**src/rtl/gbwp_pkg.sv**
```systemverilog
// Shared types, constants and the G-code modal group table of the word parser.
`default_nettype none

package gbwp_pkg;

  // Queue between the parser and the output stage.
  localparam int unsigned QDepth = 4;
  localparam int unsigned QAw    = $clog2(QDepth);

  // Value limits.
  localparam logic [30:0] IntMax   = 31'h7FFF_FFFF;
  localparam logic [24:0] LineMax  = 25'd16777215;
  localparam logic [24:0] LineNone = 25'h1FF_FFFF;
  localparam logic [3:0]  NoGroup  = 4'd15;
  localparam logic [2:0]  FracMax  = 3'd6;
  localparam int unsigned GGroups  = 15;
  localparam int unsigned MGroups  = 11;

  // Error codes.
  typedef enum logic [3:0] {
    ERR_NONE     = 4'd0,
    ERR_CHAR     = 4'd1,
    ERR_UNCLOSED = 4'd2,
    ERR_NEG      = 4'd3,
    ERR_G_UNK    = 4'd4,
    ERR_G_DUP    = 4'd5,
    ERR_G_NEG    = 4'd6,
    ERR_G_BIG    = 4'd7,
    ERR_M_UNK    = 4'd8,
    ERR_M_DUP    = 4'd9,
    ERR_M_NEG    = 4'd10,
    ERR_M_BIG    = 4'd11
  } err_e;

  // Parser states, one-hot.
  typedef enum logic [13:0] {
    ST_START   = 14'b00000000000001,
    ST_SLASH   = 14'b00000000000010,
    ST_NLET    = 14'b00000000000100,
    ST_NDIG    = 14'b00000000001000,
    ST_BETWEEN = 14'b00000000010000,
    ST_LETTER  = 14'b00000000100000,
    ST_CMT0    = 14'b00000001000000,
    ST_CMT     = 14'b00000010000000,
    ST_CMT_M   = 14'b00000100000000,
    ST_CMT_S   = 14'b00001000000000,
    ST_CMT_G   = 14'b00010000000000,
    ST_SIGN    = 14'b00100000000000,
    ST_INT     = 14'b01000000000000,
    ST_FRAC    = 14'b10000000000000
  } state_e;

  // One queue entry: a finished word, an end of block, or both.
  typedef struct packed {
    logic        is_eob;
    logic        has_word;
    logic [6:0]  letter;
    logic        negative;
    logic [30:0] int_part;
    logic [19:0] frac_value;
    logic [2:0]  frac_digits;
    logic [9:0]  command_code;
    logic [3:0]  modal_group;
    logic [3:0]  word_err;
    logic [3:0]  sum_err;
    logic [24:0] line_number;
    logic        slash_flag;
    logic        message_flag;
  } entry_t;

  // Modal group of a G code given in tenths.
  function automatic logic [3:0] g_group(input logic [9:0] t);
    logic [3:0] g;
    case (t)
      10'd0, 10'd10, 10'd20, 10'd30, 10'd320, 10'd330, 10'd382,
      10'd800, 10'd810, 10'd820, 10'd830, 10'd840, 10'd850,
      10'd860, 10'd870, 10'd880, 10'd890: g = 4'd1;
      10'd40, 10'd100, 10'd280, 10'd300, 10'd520, 10'd530,
      10'd920, 10'd921, 10'd922, 10'd923: g = 4'd0;
      10'd170, 10'd180, 10'd190: g = 4'd2;
      10'd200, 10'd210: g = 4'd6;
      10'd400, 10'd410, 10'd420: g = 4'd7;
      10'd430, 10'd490: g = 4'd8;
      10'd500, 10'd960, 10'd970: g = 4'd14;
      10'd540, 10'd550, 10'd560, 10'd570, 10'd580, 10'd590,
      10'd591, 10'd592, 10'd593: g = 4'd12;
      10'd610, 10'd611, 10'd640: g = 4'd13;
      10'd900, 10'd910: g = 4'd3;
      10'd930, 10'd940: g = 4'd5;
      10'd980, 10'd990: g = 4'd10;
      default: g = NoGroup;
    endcase
    return g;
  endfunction

endpackage

`default_nettype wire

```
**src/rtl/gbwp_front.sv**
```systemverilog
// Character parser: accepts line characters, tracks words and pushes finished entries.
`default_nettype none

module gbwp_front (
  input  wire logic            clk_i,
  input  wire logic            rst_ni,
  input  wire logic            in_valid_i,
  output logic                 in_ready_o,
  input  wire logic            in_eob_i,
  input  wire logic [7:0]      in_char_i,
  input  wire logic            q_full_i,
  output logic                 q_push_o,
  output gbwp_pkg::entry_t     q_data_o
);
  import gbwp_pkg::*;

  state_e      st_q, st_d;
  logic [6:0]  wl_q, wl_d;
  logic        sign_q, sign_d;
  logic [30:0] int_q, int_d;
  logic [19:0] frac_q, frac_d;
  logic [2:0]  fcnt_q, fcnt_d;
  logic [3:0]  d1_q, d1_d, d2_q, d2_d;
  logic [GGroups-1:0] gused_q, gused_d;
  logic [MGroups-1:0] mused_q, mused_d;
  logic [24:0] line_q, line_d;
  logic        del_q, del_d, msg_q, msg_d;
  logic [3:0]  ferr_q, ferr_d;

  logic        acc;
  logic [7:0]  ch, up;
  logic [3:0]  dig;
  logic        is_dig, is_blank, is_let;
  logic [34:0] int_ext, int_nxt;
  logic [27:0] ln_ext, ln_nxt;

  // Word finish results.
  logic [3:0]  w_err, w_mg;
  logic [9:0]  w_cc;
  logic [GGroups-1:0] w_gset;
  logic [MGroups-1:0] w_mset;
  logic [10:0] g_sm;
  logic        g_rnd, g_big;
  logic        bad;

  assign acc        = in_valid_i && in_ready_o;
  assign in_ready_o = !q_full_i;
  assign ch         = in_char_i;
  assign dig        = ch[3:0];
  assign is_dig     = (ch >= "0") && (ch <= "9");
  assign is_blank   = (ch == 8'd32) || (ch == 8'd9);
  assign up         = ((ch >= "a") && (ch <= "z")) ? (ch - 8'd32) : ch;
  assign is_let     = ((up >= "A") && (up <= "D")) || ((up >= "F") && (up <= "M")) ||
                      ((up >= "P") && (up <= "Z"));

  // Saturating decimal accumulators, times ten by shift and add.
  assign int_ext = {4'b0, int_q};
  assign int_nxt = (int_ext << 3) + (int_ext << 1) + 35'(dig);
  assign ln_ext  = {4'b0, line_q[23:0]};
  assign ln_nxt  = (ln_ext << 3) + (ln_ext << 1) + 28'(dig);

  // G value in tenths from the integer part and the first two fraction digits.
  assign g_rnd = (d2_q >= 4'd5);
  assign g_sm  = ({4'b0, int_q[6:0]} << 3) + ({4'b0, int_q[6:0]} << 1) +
                 11'(d1_q) + 11'(g_rnd);
  assign g_big = (int_q >= 31'd100) || (g_sm >= 11'd1000);

  // Checks and modal lookup for the word now held.
  always_comb begin
    w_err  = ERR_NONE;
    w_cc   = '0;
    w_mg   = NoGroup;
    w_gset = '0;
    w_mset = '0;
    if (wl_q == 7'("D") || wl_q == 7'("H") || wl_q == 7'("L") || wl_q == 7'("T")) begin
      if (sign_q && int_q != '0) w_err = ERR_NEG;
    end else if (wl_q == 7'("F") || wl_q == 7'("P") || wl_q == 7'("Q") ||
                 wl_q == 7'("S")) begin
      if (sign_q && (int_q != '0 || frac_q != '0)) w_err = ERR_NEG;
    end else if (wl_q == 7'("G")) begin
      if (sign_q && (int_q != '0 || d1_q != '0 || g_rnd)) begin
        w_err = ERR_G_NEG;
      end else if (g_big) begin
        w_err = ERR_G_BIG;
      end else begin
        w_cc = g_sm[9:0];
        w_mg = g_group(g_sm[9:0]);
        if (w_mg == NoGroup) w_err = ERR_G_UNK;
        else if (gused_q[w_mg]) w_err = ERR_G_DUP;
        else w_gset[w_mg] = 1'b1;
      end
    end else if (wl_q == 7'("M")) begin
      if (sign_q && int_q != '0) begin
        w_err = ERR_M_NEG;
      end else if (int_q >= 31'd120) begin
        w_err = ERR_M_BIG;
        if (int_q < 31'd1000) w_cc = int_q[9:0];
      end else begin
        w_cc = int_q[9:0];
        case (int_q[6:0])
          7'd0, 7'd1, 7'd2, 7'd30, 7'd60, 7'd98, 7'd99: w_mg = 4'd4;
          7'd3, 7'd4, 7'd5: w_mg = 4'd7;
          7'd6: w_mg = 4'd6;
          7'd7, 7'd8, 7'd9: w_mg = 4'd8;
          7'd48, 7'd49: w_mg = 4'd9;
          default: w_mg = (int_q[6:0] >= 7'd100) ? 4'd10 : NoGroup;
        endcase
        if (w_mg == NoGroup) w_err = ERR_M_UNK;
        else if (mused_q[w_mg[3:0]]) w_err = ERR_M_DUP;
        else w_mset[w_mg] = 1'b1;
      end
    end
  end

  // Entry fields from the current word and line state.
  always_comb begin
    q_data_o              = '0;
    q_data_o.letter       = wl_q;
    q_data_o.negative     = sign_q;
    q_data_o.int_part     = int_q;
    q_data_o.frac_value   = frac_q;
    q_data_o.frac_digits  = fcnt_q;
    q_data_o.command_code = w_cc;
    q_data_o.modal_group  = w_mg;
    q_data_o.word_err     = w_err;
    q_data_o.line_number  = line_q;
    q_data_o.slash_flag   = del_q;
    q_data_o.message_flag = msg_q;
    q_data_o.is_eob       = in_eob_i;
    // A word left open by an earlier error is dropped, not emitted.
    q_data_o.has_word     = (ferr_q == ERR_NONE) && ((st_q == ST_INT) || (st_q == ST_FRAC));
    q_data_o.sum_err      = ferr_q;
    if (ferr_q == ERR_NONE) begin
      if (q_data_o.has_word) q_data_o.sum_err = w_err;
      else if (st_q != ST_START && st_q != ST_NDIG && st_q != ST_BETWEEN) begin
        q_data_o.sum_err = ERR_UNCLOSED;
      end
    end
  end

  // Next state for one accepted character or end of block.
  always_comb begin
    st_d = st_q; wl_d = wl_q; sign_d = sign_q; int_d = int_q; frac_d = frac_q;
    fcnt_d = fcnt_q; d1_d = d1_q; d2_d = d2_q; gused_d = gused_q; mused_d = mused_q;
    line_d = line_q; del_d = del_q; msg_d = msg_q; ferr_d = ferr_q;
    q_push_o = 1'b0;
    bad      = 1'b0;
    if (acc && in_eob_i) begin
      q_push_o = 1'b1;
      st_d = ST_START; wl_d = '0; sign_d = 1'b0; int_d = '0; frac_d = '0; fcnt_d = '0;
      d1_d = '0; d2_d = '0; gused_d = '0; mused_d = '0; line_d = LineNone;
      del_d = 1'b0; msg_d = 1'b0; ferr_d = ERR_NONE;
    end else if (acc && ferr_q == ERR_NONE) begin
      case (st_q)
        ST_START, ST_SLASH, ST_NDIG, ST_BETWEEN: begin
          if (is_blank) begin
            st_d = st_q;
          end else if (st_q == ST_NDIG && is_dig) begin
            line_d = (ln_nxt > 28'(LineMax)) ? LineMax : ln_nxt[24:0];
          end else if ((st_q == ST_START || st_q == ST_SLASH) && (ch == "N" || ch == "n")) begin
            line_d = '0;
            st_d   = ST_NLET;
          end else if (st_q == ST_START && ch == "/") begin
            del_d = 1'b1;
            st_d  = ST_SLASH;
          end else if (is_let) begin
            wl_d = up[6:0]; sign_d = 1'b0; int_d = '0; frac_d = '0; fcnt_d = '0;
            d1_d = '0; d2_d = '0; st_d = ST_LETTER;
          end else if (ch == "(") begin
            st_d = ST_CMT0;
          end else begin
            bad = 1'b1;
          end
        end
        ST_NLET: begin
          if (is_dig) begin
            line_d = 25'(dig);
            st_d   = ST_NDIG;
          end else if (!is_blank) begin
            bad = 1'b1;
          end
        end
        ST_LETTER, ST_SIGN: begin
          if (st_q == ST_LETTER && is_blank) begin
            st_d = st_q;
          end else if (st_q == ST_LETTER && (ch == "+" || ch == "-")) begin
            sign_d = (ch == "-");
            st_d   = ST_SIGN;
          end else if (is_dig) begin
            int_d = 31'(dig);
            st_d  = ST_INT;
          end else if (ch == ".") begin
            st_d = ST_FRAC;
          end else begin
            bad = 1'b1;
          end
        end
        ST_INT, ST_FRAC: begin
          if (is_dig) begin
            if (st_q == ST_INT) begin
              int_d = (int_nxt > 35'(IntMax)) ? IntMax : int_nxt[30:0];
            end else if (fcnt_q < FracMax) begin
              frac_d = (frac_q << 3) + (frac_q << 1) + 20'(dig);
              fcnt_d = fcnt_q + 3'd1;
              if (fcnt_q == 3'd0) d1_d = dig;
              if (fcnt_q == 3'd1) d2_d = dig;
            end
          end else if (st_q == ST_INT && ch == ".") begin
            st_d = ST_FRAC;
          end else if (is_blank) begin
            st_d = st_q;
          end else if (is_let || ch == "(") begin
            q_push_o = 1'b1;
            gused_d  = gused_q | w_gset;
            mused_d  = mused_q | w_mset;
            if (w_err != ERR_NONE) begin
              ferr_d = w_err;
              st_d   = ST_BETWEEN;
            end else if (is_let) begin
              wl_d = up[6:0]; sign_d = 1'b0; int_d = '0; frac_d = '0; fcnt_d = '0;
              d1_d = '0; d2_d = '0; st_d = ST_LETTER;
            end else begin
              st_d = ST_CMT0;
            end
          end else begin
            bad = 1'b1;
          end
        end
        ST_CMT0, ST_CMT, ST_CMT_M, ST_CMT_S, ST_CMT_G: begin
          if (ch == ")") begin
            st_d = ST_BETWEEN;
          end else if (st_q == ST_CMT || is_blank) begin
            st_d = st_q;
          end else if (st_q == ST_CMT0 && (ch == "M" || ch == "m")) begin
            st_d = ST_CMT_M;
          end else if (st_q == ST_CMT_M && (ch == "S" || ch == "s")) begin
            st_d = ST_CMT_S;
          end else if (st_q == ST_CMT_S && (ch == "G" || ch == "g")) begin
            st_d = ST_CMT_G;
          end else begin
            if (st_q == ST_CMT_G && ch == ",") msg_d = 1'b1;
            st_d = ST_CMT;
          end
        end
        default: bad = 1'b1;
      endcase
      if (bad) ferr_d = ERR_CHAR;
    end
  end

  // Parser registers.
  always_ff @(posedge clk_i or negedge rst_ni) begin
    if (!rst_ni) begin
      st_q <= ST_START; wl_q <= '0; sign_q <= 1'b0; int_q <= '0; frac_q <= '0;
      fcnt_q <= '0; d1_q <= '0; d2_q <= '0; gused_q <= '0; mused_q <= '0;
      line_q <= LineNone; del_q <= 1'b0; msg_q <= 1'b0; ferr_q <= ERR_NONE;
    end else begin
      st_q <= st_d; wl_q <= wl_d; sign_q <= sign_d; int_q <= int_d; frac_q <= frac_d;
      fcnt_q <= fcnt_d; d1_q <= d1_d; d2_q <= d2_d; gused_q <= gused_d;
      mused_q <= mused_d; line_q <= line_d; del_q <= del_d; msg_q <= msg_d;
      ferr_q <= ferr_d;
    end
  end

  // An end of block always returns the parser to the start of a line.
  a_eob_restart: assert property (@(posedge clk_i) disable iff (!rst_ni)
    acc && in_eob_i |=> st_q == ST_START && ferr_q == ERR_NONE)
    else $error("parser not reset after end of block");

  // Once an error is latched, it holds until the end of block.
  a_err_sticky: assert property (@(posedge clk_i) disable iff (!rst_ni)
    ferr_q != ERR_NONE && !(acc && in_eob_i) |=> ferr_q == $past(ferr_q))
    else $error("first error changed inside a line");

  // Nothing is pushed while an error blocks the line, except the summary.
  a_err_quiet: assert property (@(posedge clk_i) disable iff (!rst_ni)
    ferr_q != ERR_NONE && q_push_o |-> in_eob_i)
    else $error("word pushed after an error");

endmodule

`default_nettype wire

```
**src/rtl/gbwp_queue.sv**
```systemverilog
// Short first-in first-out queue between the parser and the output stage.
`default_nettype none

module gbwp_queue (
  input  wire logic             clk_i,
  input  wire logic             rst_ni,
  input  wire logic             push_i,
  input  gbwp_pkg::entry_t      push_data_i,
  output logic                  full_o,
  input  wire logic             pop_i,
  output logic                  empty_o,
  output gbwp_pkg::entry_t      pop_data_o
);
  import gbwp_pkg::*;

  entry_t          mem_q [QDepth];
  logic [QAw-1:0]  wr_q, rd_q;
  logic [QAw:0]    cnt_q;
  logic            do_push, do_pop;

  assign full_o     = (cnt_q == (QAw+1)'(QDepth));
  assign empty_o    = (cnt_q == '0);
  assign do_push    = push_i && !full_o;
  assign do_pop     = pop_i && !empty_o;
  assign pop_data_o = mem_q[rd_q];

  // Storage.
  always_ff @(posedge clk_i) begin
    if (do_push) mem_q[wr_q] <= push_data_i;
  end

  // Pointers and fill count.
  always_ff @(posedge clk_i or negedge rst_ni) begin
    if (!rst_ni) begin
      wr_q  <= '0;
      rd_q  <= '0;
      cnt_q <= '0;
    end else begin
      if (do_push) wr_q <= wr_q + 1'b1;
      if (do_pop) rd_q <= rd_q + 1'b1;
      cnt_q <= cnt_q + (QAw+1)'(do_push) - (QAw+1)'(do_pop);
    end
  end

  // The fill count stays within the depth.
  a_cnt_range: assert property (@(posedge clk_i) disable iff (!rst_ni)
    cnt_q <= (QAw+1)'(QDepth))
    else $error("queue count out of range");

  // Pointers stay apart by exactly the fill count.
  a_ptr_gap: assert property (@(posedge clk_i) disable iff (!rst_ni)
    (wr_q - rd_q) == cnt_q[QAw-1:0])
    else $error("queue pointers disagree with count");

endmodule

`default_nettype wire

```
**src/rtl/gbwp_back.sv**
```systemverilog
// Output stage: holds one entry and sends its word row, its summary row, or both.
`default_nettype none

module gbwp_back (
  input  wire logic            clk_i,
  input  wire logic            rst_ni,
  input  wire logic            q_empty_i,
  input  gbwp_pkg::entry_t     q_data_i,
  output logic                 q_pop_o,
  output logic                 out_valid_o,
  input  wire logic            out_ready_i,
  output logic                 out_last_o,
  output logic [111:0]         out_data_o
);
  import gbwp_pkg::*;

  entry_t cur_q;
  logic   vld_q, word_q;
  logic   hs, beat_last;

  assign hs          = vld_q && out_ready_i;
  assign beat_last   = word_q ? !cur_q.is_eob : 1'b1;
  assign q_pop_o     = !q_empty_i && (!vld_q || (hs && beat_last));
  assign out_valid_o = vld_q;
  assign out_last_o  = !word_q;

  // Row fields: the word row, or the summary with blank word fields.
  always_comb begin
    out_data_o = '0;
    out_data_o[104:80] = cur_q.line_number;
    out_data_o[105]    = cur_q.slash_flag;
    out_data_o[106]    = cur_q.message_flag;
    if (word_q) begin
      out_data_o[6:0]   = cur_q.letter;
      out_data_o[7]     = cur_q.negative;
      out_data_o[38:8]  = cur_q.int_part;
      out_data_o[58:39] = cur_q.frac_value;
      out_data_o[61:59] = cur_q.frac_digits;
      out_data_o[71:62] = cur_q.command_code;
      out_data_o[75:72] = cur_q.modal_group;
      out_data_o[79:76] = cur_q.word_err;
    end else begin
      out_data_o[75:72] = NoGroup;
      out_data_o[79:76] = cur_q.sum_err;
    end
  end

  // Current entry and which of its rows is on offer.
  always_ff @(posedge clk_i) begin
    if (q_pop_o) cur_q <= q_data_i;
  end

  always_ff @(posedge clk_i or negedge rst_ni) begin
    if (!rst_ni) begin
      vld_q  <= 1'b0;
      word_q <= 1'b0;
    end else if (q_pop_o) begin
      vld_q  <= 1'b1;
      word_q <= q_data_i.has_word;
    end else if (hs) begin
      if (beat_last) vld_q <= 1'b0;
      else word_q <= 1'b0;
    end
  end

  // A word row followed by its summary leads straight to the summary.
  a_word_then_sum: assert property (@(posedge clk_i) disable iff (!rst_ni)
    hs && word_q && cur_q.is_eob |=> vld_q && !word_q)
    else $error("summary row lost after word row");

  // A summary row never reports a modal group.
  a_sum_group: assert property (@(posedge clk_i) disable iff (!rst_ni)
    vld_q && !word_q |-> out_data_o[75:72] == NoGroup && out_data_o[6:0] == '0)
    else $error("summary row carries word fields");

endmodule

`default_nettype wire

```
**src/rtl/gcode_block_word_parser_top.sv**
```systemverilog
// Top level of the G-code block word parser.
//
//  channel | dir | tdata                                | tuser/tlast
//  s_axis  | in  | [7:0] character                      | tlast = end of block (op)
//  m_axis  | out | letter..message_flag, 107 bits in 112 | tlast = summary row (kind)
//
// One character is taken every cycle while the four-entry queue has room;
// the parser updates its registered state for each accepted character.
// The output stage sends one row per cycle while a row waits and m_axis_tready is
// high; an end of block that closes a number gives a word row, then a summary row.
// Reset returns the parser to the start of a line with no line number.
// A stalled output fills the queue, after which s_axis_tready drops.
`default_nettype none

module gcode_block_word_parser_top (
  input  wire logic         clk_i,
  input  wire logic         rst_ni,
  input  wire logic         s_axis_tvalid,
  output logic              s_axis_tready,
  input  wire logic [7:0]   s_axis_tdata,  // [7:0] character
  input  wire logic         s_axis_tlast,
  output logic              m_axis_tvalid,
  input  wire logic         m_axis_tready,
  // [6:0] letter, [7] negative, [38:8] int_part, [58:39] frac_value,
  // [61:59] frac_digits, [71:62] command_code, [75:72] modal_group,
  // [79:76] error_code, [104:80] line_number, [105] slash flag,
  // [106] message_flag, [111:107] zero
  output logic [111:0]      m_axis_tdata,
  output logic              m_axis_tlast
);
  import gbwp_pkg::*;

  entry_t push_data, pop_data;
  logic   push, full, pop, empty;

  gbwp_front u_front (
    .clk_i      (clk_i),
    .rst_ni     (rst_ni),
    .in_valid_i (s_axis_tvalid),
    .in_ready_o (s_axis_tready),
    .in_eob_i   (s_axis_tlast),
    .in_char_i  (s_axis_tdata),
    .q_full_i   (full),
    .q_push_o   (push),
    .q_data_o   (push_data)
  );

  gbwp_queue u_queue (
    .clk_i       (clk_i),
    .rst_ni      (rst_ni),
    .push_i      (push),
    .push_data_i (push_data),
    .full_o      (full),
    .pop_i       (pop),
    .empty_o     (empty),
    .pop_data_o  (pop_data)
  );

  gbwp_back u_back (
    .clk_i       (clk_i),
    .rst_ni      (rst_ni),
    .q_empty_i   (empty),
    .q_data_i    (pop_data),
    .q_pop_o     (pop),
    .out_valid_o (m_axis_tvalid),
    .out_ready_i (m_axis_tready),
    .out_last_o  (m_axis_tlast),
    .out_data_o  (m_axis_tdata)
  );

endmodule

`default_nettype wire

```
**config.mk**
```make
export PLATFORM = sky130hd
export DESIGN_NAME = gcode_block_word_parser_top
export DESIGN_NICKNAME = d
export VERILOG_FILES = /design/src/rtl/gbwp_pkg.sv /design/src/rtl/gbwp_front.sv /design/src/rtl/gbwp_queue.sv /design/src/rtl/gbwp_back.sv /design/src/rtl/gcode_block_word_parser_top.sv
export SDC_FILE = /design/constraint.sdc
export NUM_CORES = 1
export LEC_CHECK = 0
export ABC_CLOCK_PERIOD_IN_PS = 13750
export BUFFER_PORTS_ARGS = -buffer_cell sky130_fd_sc_hd__clkbuf_2
export CAP_MARGIN = 15
export CORE_ASPECT_RATIO = 0.9
export CORE_MARGIN = 5
export CORE_UTILIZATION = 60
export DETAILED_ROUTE_END_ITERATION = 12
export HOLD_SLACK_MARGIN = 0.12
export PLACE_DENSITY = 0.78
export SYNTH_ARGS = -nofsm -noshare
export SYNTH_HDL_FRONTEND = slang
export SYNTH_HIERARCHICAL = 1
export SYNTH_SLANG_ARGS = --single-unit
```
**constraint.sdc**
```tcl
create_clock -name clk_i -period 13.75 [get_ports clk_i]
set_clock_uncertainty 0.2 [all_clocks]
set_input_delay 2.0625 -clock clk_i [delete_from_list [all_inputs] [get_ports clk_i]]
set_output_delay 2.0625 -clock clk_i [all_outputs]
set_load 0.02 [all_outputs]
```
==> metrics.cfg, run 1 <==
[critical_path]
critical_path.cell_chain=clkbuf_2 > buf_4 > fa_1 > inv_1 > fa_1 > nor2b_1 > o2111ai_1 > a31oi_1 > a21oi_1 > o21ai_0 > a2111oi_0 > o31ai_1 > a21oi_1 > mux2i_1 > or3_1 > o221ai_1 > nor2_1 > o21ai_1 > o21ai_1
worstSetupPathType=primary input to register
slowest_delay_ns=0.60
cp-start-kind=primary input
worstPathArrival_ns=6.95
cp_slowest_cell=fa_1
path_depth=19
worst_r2r_path_depth=16
crit_buf_inv=3
cp.required_ns=14.06
endpoint_kind=register
crit_fanout=20
crit_family=compound AO/OA/AOI/OAI gates

[timing]
hold_violations=0
timing.hold.ws_ns=0.297
final-max-slew-violation-count=0
worstMarginPinSlew_ns=1.20
tns_ns=0
setup-violations-final=0
max_freq_mhz=151
max_slew_margin_pct=20.3
rsz0062_at_grt=no
fin_crit_ns=6.64
fin_crit_sh_pct=48.3

[logic_synthesis]
yosysWarnings=6
ys_ff_latch=708
synth_cell_types=106
synth_edf_count=564
synthCells=2504
mappedNetlistArea_mm2=0.0343
synth-main-ff-cell=edfxtp_1
synth-seq-area-share_pct=59.9
ys_async_sr_fraction_pct=20.3
syn_area_per_cell_um2=13.7

[global_routing]
grt_overflow_total=0
grt_first_pass_wirelength_um=129000
use_met1_pct=37.9
grt_use_met2_pct=42.7
grt_util_met3_pct=4.55
antenna_found_initial=1
grt_most_used_layer=met2
grt_pass1_vias=22600
track_usage_pct=26.7
grt_max_degree=84

[routing]
first_pass_iters=9
drtIter0Drc=3010
viasPerCell=6.55
vias=22400
route.detailed.drc=0
drtAntennaViolNets=0
wl_um=82600
wl_per_cell_um=24.2

[place]
hpwlAfterDp_um=52000
portBuffers=122
place_congestion=0.939

[floorplanning]
dieWidth_um=262
dieArea_mm2=0.0621
io-pin-count=128
num_rows=83
start_util_pct=60.3
core_area_mm2=0.0569
die_y_um=237

[clock_tree]
clock_sinks=708
clk_path_buf_depth=3
tritoncts=built
post_cts_buffers=0
cts_root_buffer=clkbuf_16
htreeDepth=3
cts_buffers=72
insertion_delay_ns=0.61
path_clk_slew_ns=0.06
cts_hold_repair.buffers=0
cts_resized=0

[final_layout]
drive_gt1_share_pct=16.8
finish.net_count=2770
synthToLayoutAreaGrowth_pct=9.48
fillers=3880
post-route-util_pct=66.0

[outcome]
status=finished, final reports clean

[job]
drv_cap=0

[power]
irDropWorstVdd_mv=0.125
powerDensity_mw_per_mm2=233
p_leak_nw=13.9

[min_path]
hp-class=register to register
min_delay_path_depth=2

==> power breakdown <==
group	switching, mW	internal [mW]	total (mW)
registers	0.353	2.89	3.24
logic	2.17	1.46	3.63
clock network	0.800	1.08	1.88
==> path summary, 6_finish.rpt <==
| kind | from | endpoint | slack, ns |
|---|---|---|---|
| worst max-delay path | s_axis_tdata[3] | u_front/int_q[2]$_DFFE_PN0P_ | 7.11 |
| worst min-delay path | u_front/gused_q[1]$_DFFE_PN0P_ | u_front/gused_q[1]$_DFFE_PN0P_ | 0.30 |
| worst max register to register | u_front/int_q[2]$_DFFE_PN0P_ | u_front/frac_q[19]$_DFFE_PN0P_ | 7.29 |
| worst min register to register | u_front/gused_q[1]$_DFFE_PN0P_ | u_front/gused_q[1]$_DFFE_PN0P_ | 0.30 |
| max in group asynchronous | rst_ni | u_front/int_q[11]$_DFFE_PN0P_ | 10.49 |
| min in group asynchronous | rst_ni | u_queue/wr_q[0]$_DFFE_PN0P_ | 1.32 |
==> metrics by stage <==
step	setup slack, ns	power, mW	instance area (µm²)	instances
2_1_floorplan	3.85	5.95	34300	2508
3_5_place_dp	6.65	6.81	35300	3278
5_1_grt	6.69	9.24	37600	3411
6_report	7.11	8.75	37600	3411
4_1_cts	7.25	8.74	37600	3410
3_3_place_gp	6.78	6.71	35300	3278
==> state kept, by name (all words and copies together), names as in the netlist, 3 cells and up <==
name / cells
u_front/frac_q: 20
u_front/ferr_q: 4
u_front/fcnt_q: 3
u_front/wl_q: 7
u_back/out_data_o: 27
u_front/int_q: 31
u_front/gused_q: 13
u_front/d1_q: 4
u_front/line_q: 25
u_queue/mem_q: 452
u_front/mused_q: 7
u_back/cur_q: 85
u_front/st_q: 14
u_queue/cnt_q: 3
u_front/d2_q: 4
==> worst min-delay path, stage by stage (launching register included) <==
cell     delay, ns
dfrtp_1       0.34
a41oi_1       0.05
nor2_1        0.07
==> layout by cell type (no fill, tap or decap), drive strengths merged, types with 18 or more instances in the layout <==
| cell | count |
|---|---|
| nor4 | 34 |
| clkbuf | 218 |
| nand3 | 54 |
| dfrtp | 118 |
| xnor2 | 45 |
| dfstp | 26 |
| buf | 27 |
| o21ai | 105 |
| nand4 | 27 |
| mux4 | 113 |
| nand2b | 33 |
| and2 | 88 |
| a31oi | 25 |
| nand2 | 163 |
| nor2 | 160 |
| inv | 77 |
| or3 | 18 |
| a21o | 56 |
| xor2 | 32 |
| nor3 | 47 |
| ha | 161 |
| clkinv | 22 |
| edfxtp | 564 |
| a21oi | 112 |
==> area by class of cell <==
cell class / instances / area [µm²] / share of cell area, %
flip-flops and latches: 708 / 20600 / 54.8
multi-input cells: 1585 / 12700 / 33.7
clock buffers: 97 / 1990 / 5.29
well taps: 765 / 957 / 2.55
repair buffers: 148 / 812 / 2.16
clock inverters: 35 / 288 / 0.766
inverters: 72 / 273 / 0.726
diodes: 1 / 2.50 / 0.00666
==> synth_stat cells, drive strengths merged (33+ instances only) <==
cell    instances  area [µm²]
a21o           56         420
a21oi         112         568
and2           88         553
buf            89         646
clkbuf         54         203
dfrtp         118        2950
edfxtp        564       16900
ha            161        2010
inv            71         269
mux4          113        2540
nand2         163         612
nand2b         33         206
nand3          54         275
nor2          160         601
nor3           47         235
nor4           34         213
o21ai         105         533
xnor2          45         409
==> kinds of logic after synthesis <==
| group | synth area share, % |
|---|---|
| AOI/OAI and AO/OA | 10.1 |
| xor gates and xnor gates | 2.03 |
| adders and majority gates | 6.39 |
| buffers and inverters | 3.27 |
| DFF | 59.9 |
| muxes | 7.87 |
| other | 0.0109 |
| and+or+nand+nor | 10.4 |
==> routing by layer <==
metal	share of wire (%)	routed length, µm
met1	40	33000
met4	2.8	2310
met3	9.5	7840
met2	48	39500
met5	0	0
Note: power is estimated with default switching activity, not from simulation.
==> inputs of run 2 (changes only) <==
- ABC_CLOCK_PERIOD_IN_PS: 13750 -> 6150
- clock period: 13.75 -> 6.15 ns (I/O delays scaled with it)
==> run 2 against run 1 <==
Global-route usage down 0.18 points. Routed wire length down 1.3%. Register-to-register slack worse by 7.0 ns. Sequential cell count unchanged. Worst hold slack worse by 0.00053 ns. Worst setup slack worse by 6.8 ns. Sequential share of layout area down 0.66 points. Non-clock buffer count up 34. Clock-buffer cell count down 5. Critical path type is now register to register. Power up 130%.
==> metrics.cfg, run 2 (synthesized netlist as in run 1, its figures left out) <==
[timing]
setup-violations-final=0  ; unchanged
fin_crit_sh_pct=95.0
hold_violations=0  ; unchanged
worstMarginPinSlew_ns=0.986  ; was 1.20 ns
final-max-slew-violation-count=0  ; unchanged
max_freq_mhz=171
rsz0062_at_grt=no  ; unchanged
max_slew_margin_pct=34.3  ; was 20.3%
fin_crit_ns=5.84
tns_ns=0  ; unchanged

[global_routing]
grt_use_met2_pct=41.2  ; was 42.7%
use_met1_pct=39.1  ; was 37.9%
grt_most_used_layer=met2  ; unchanged
grt_max_degree=84  ; unchanged
grt_util_met3_pct=4.62  ; was 4.55%
grt_pass1_vias=22200  ; was 22600
grt_first_pass_wirelength_um=129000  ; about the same
grt_overflow_total=0  ; unchanged
antenna_found_initial=2  ; was 1
track_usage_pct=26.5  ; was 26.7%

[routing]
wl_per_cell_um=23.6  ; was 24.2 µm
route.detailed.drc=0  ; unchanged
drtIter0Drc=2389  ; was 3010
first_pass_iters=7  ; was 9
wl_um=81500  ; was 82600 µm
drtAntennaViolNets=0  ; unchanged
viasPerCell=6.46  ; was 6.55
vias=22200  ; was 22400

[power]
p_leak_nw=14.2  ; was 13.9 nW
clkPwrFrac_pct=22.1  ; was 21.5%
comb_power_share_pct=41.7  ; was 41.5%
powerDensity_mw_per_mm2=518  ; was 233 mW/mm²
p_switching_mw=7.38  ; was 3.32 mW
swShare_pct=37.5  ; was 38.0%
irDropWorstVdd_mv=0.355  ; was 0.125 mV
power_frac_seq_pct=36.1  ; was 37.0%
finalPower_mw=19.7  ; was 8.75 mW
internal_power_mw=12.3  ; was 5.43 mW

[critical_path]
cp_slowest_cell=o21ai_0  ; was fa_1
slowest_delay_ns=0.65  ; was 0.60 ns
worstPathArrival_ns=6.09  ; was 6.95 ns
cp-start-kind=register  ; was primary input
worstSetupPathType=register to register  ; was primary input to register
endpoint_kind=register  ; unchanged
worst_path_most_repeated_cell=o21ai_0
cp.required_ns=6.40  ; was 14.06 ns
crit_fanout=8  ; was 20
critical_path.cell_chain=o21ai_0 > nand2b_1 > ha_1 > ha_1 > inv_1 > fa_1 > nand2b_1 > a211oi_2 > o21ai_0 > and2_1 > nor4_1 > o2111ai_1 > o311a_2 > nand4_1 > buf_4 > a21oi_1 > or2_1 > and3_4 > o21ai_0 > a21o_1  ; was clkbuf_2 > buf_4 > fa_1 > inv_1 > fa_1 > nor2b_1 > o2111ai_1 > a31oi_1 > a21oi_1 > o21ai_0 > a2111oi_0 > o31ai_1 > a21oi_1 > mux2i_1 > or3_1 > o221ai_1 > nor2_1 > o21ai_1 > o21ai_1

[place]
place_congestion=0.923  ; was 0.939
hpwlAfterDp_um=52900  ; was 52000 µm
portBuffers=122  ; unchanged
dp.cells=3311  ; was 3278
placed_area_mm2=0.0356  ; was 0.0353 mm²

[final_layout]
post-route-util_pct=66.8  ; was 66.0%
multiInputGateArea_mm2=0.0127  ; unchanged
seq_area_mm2=0.0206  ; unchanged
drive_gt1_share_pct=18.0  ; was 16.8%
largest_reg_flops=452  ; unchanged
final_common_cell=edfxtp_1  ; unchanged
synthToLayoutAreaGrowth_pct=10.8  ; was 9.48%
top_regs=u_queue/mem_q: 452 flops, u_back/cur_q: 85 flops, u_front/int_q: 31 flops  ; unchanged
layout.cells.non_filler=3445  ; was 3411
final_cell_mix=564 x edfxtp_1, 163 x nand2_1, 161 x ha_1, 159 x nor2_1, 121 x clkbuf_2  ; unchanged
fin_area_mm2=0.0380  ; was 0.0376 mm²
finish.net_count=2803  ; was 2770
regMostFlops=u_queue/mem_q  ; unchanged
fillers=3869  ; was 3880

[floorplanning]
io-pin-count=128  ; unchanged
core_area_mm2=0.0569  ; unchanged
dieArea_mm2=0.0621  ; unchanged
dieWidth_um=262  ; unchanged
die_y_um=237  ; unchanged
num_rows=83  ; unchanged
start_util_pct=60.3  ; unchanged

[clock_tree]
htreeDepth=3  ; unchanged
clk_path_buf_depth=3  ; unchanged
path_clk_slew_ns=0.06  ; about the same
post_cts_buffers=0  ; unchanged
clock_sinks=708  ; unchanged
cts_root_buffer=clkbuf_16  ; unchanged
tritoncts=built  ; unchanged
insertion_delay_ns=0.61  ; about the same
cts_buffers=71  ; was 72

[outcome]
status=finished, final reports clean  ; unchanged

[job]
drv_cap=0  ; unchanged

[min_path]
hp-class=register to register  ; unchanged

run 2: worst paths after layout:
path                                                      from                              to  slack [ns]  cells after the start
min in group asynchronous                               rst_ni   u_front/int_q[15]$_DFFE_PN0P_        0.67                      2
worst min register to register  u_front/gused_q[6]$_DFFE_PN0P_  u_front/gused_q[6]$_DFFE_PN0P_        0.30                      2
worst min-delay path            u_front/gused_q[6]$_DFFE_PN0P_  u_front/gused_q[6]$_DFFE_PN0P_        0.30                      2
worst max-delay path               u_front/d2_q[1]$_DFFE_PN0P_  u_queue/mem_q[2][27]$_DFFE_PP_        0.31                     20
worst max register to register     u_front/d2_q[1]$_DFFE_PN0P_  u_queue/mem_q[2][27]$_DFFE_PP_        0.31                     20
max in group asynchronous                               rst_ni     u_queue/rd_q[1]$_DFFE_PN0P_        3.92                      3
run 2: stage by stage:
step | setup slack [ns] | hold slack (ns)
detailed placement | 0.586 | 0.278
global route | 0.000747 | 0.305
CTS | 0.534 | 0.298
floorplan | 0.0634 | 0.251
global placement | 0.657 | 0.270
finish | 0.307 | 0.297
run 2: what timing repair did:
action | 4_1_cts | 5_1_grt
resized for setup | 0 | 0
endpoints found under the hold margin | 25 | 0
setup endpoints to repair | 0 | 0
hold buffers | 1 | 0
run 2: power by group through the flow:
stage                     logic [mW]  clock network [mW]  registers (mW)
after floorplan                 6.36                   0            6.89
after global placement          7.91                   0            7.13
after detailed placement        8.05                   0            7.20
after CTS                       8.16                4.43            7.12
after global routing            9.01                4.64            7.22
final                           8.22                4.36            7.11
run 2: final cells by class:
class,count,share of cell area (%)
Antenna cell,1,0.00658
Clock buffer,92,5.18
Clock inverter,40,1.11
Inverter,72,0.717
Multi-Input combinational cell,1585,33.3
Sequential cell,708,54.1
Tap cell,765,2.52
Timing Repair Buffer,182,3.04
run 2: metal layers:
| layer | routed length, µm | vias to the layer above |
|---|---|---|
| met5 | 13 | - |
| met4 | 2390 | 2 |
| met3 | 6770 | 176 |
| met2 | 38100 | 1103 |
| met1 | 34200 | 11100 |
| li1 | - | 9865 |
run 2: worst max-delay path, delay by kind of cell (launching register included):
kind            cells  cell delay (ns)
fa+ha+maj           3             0.83
buf+inv             2             0.27
simple gates        7             1.85
compound gates      8             2.17
flops               1             0.36
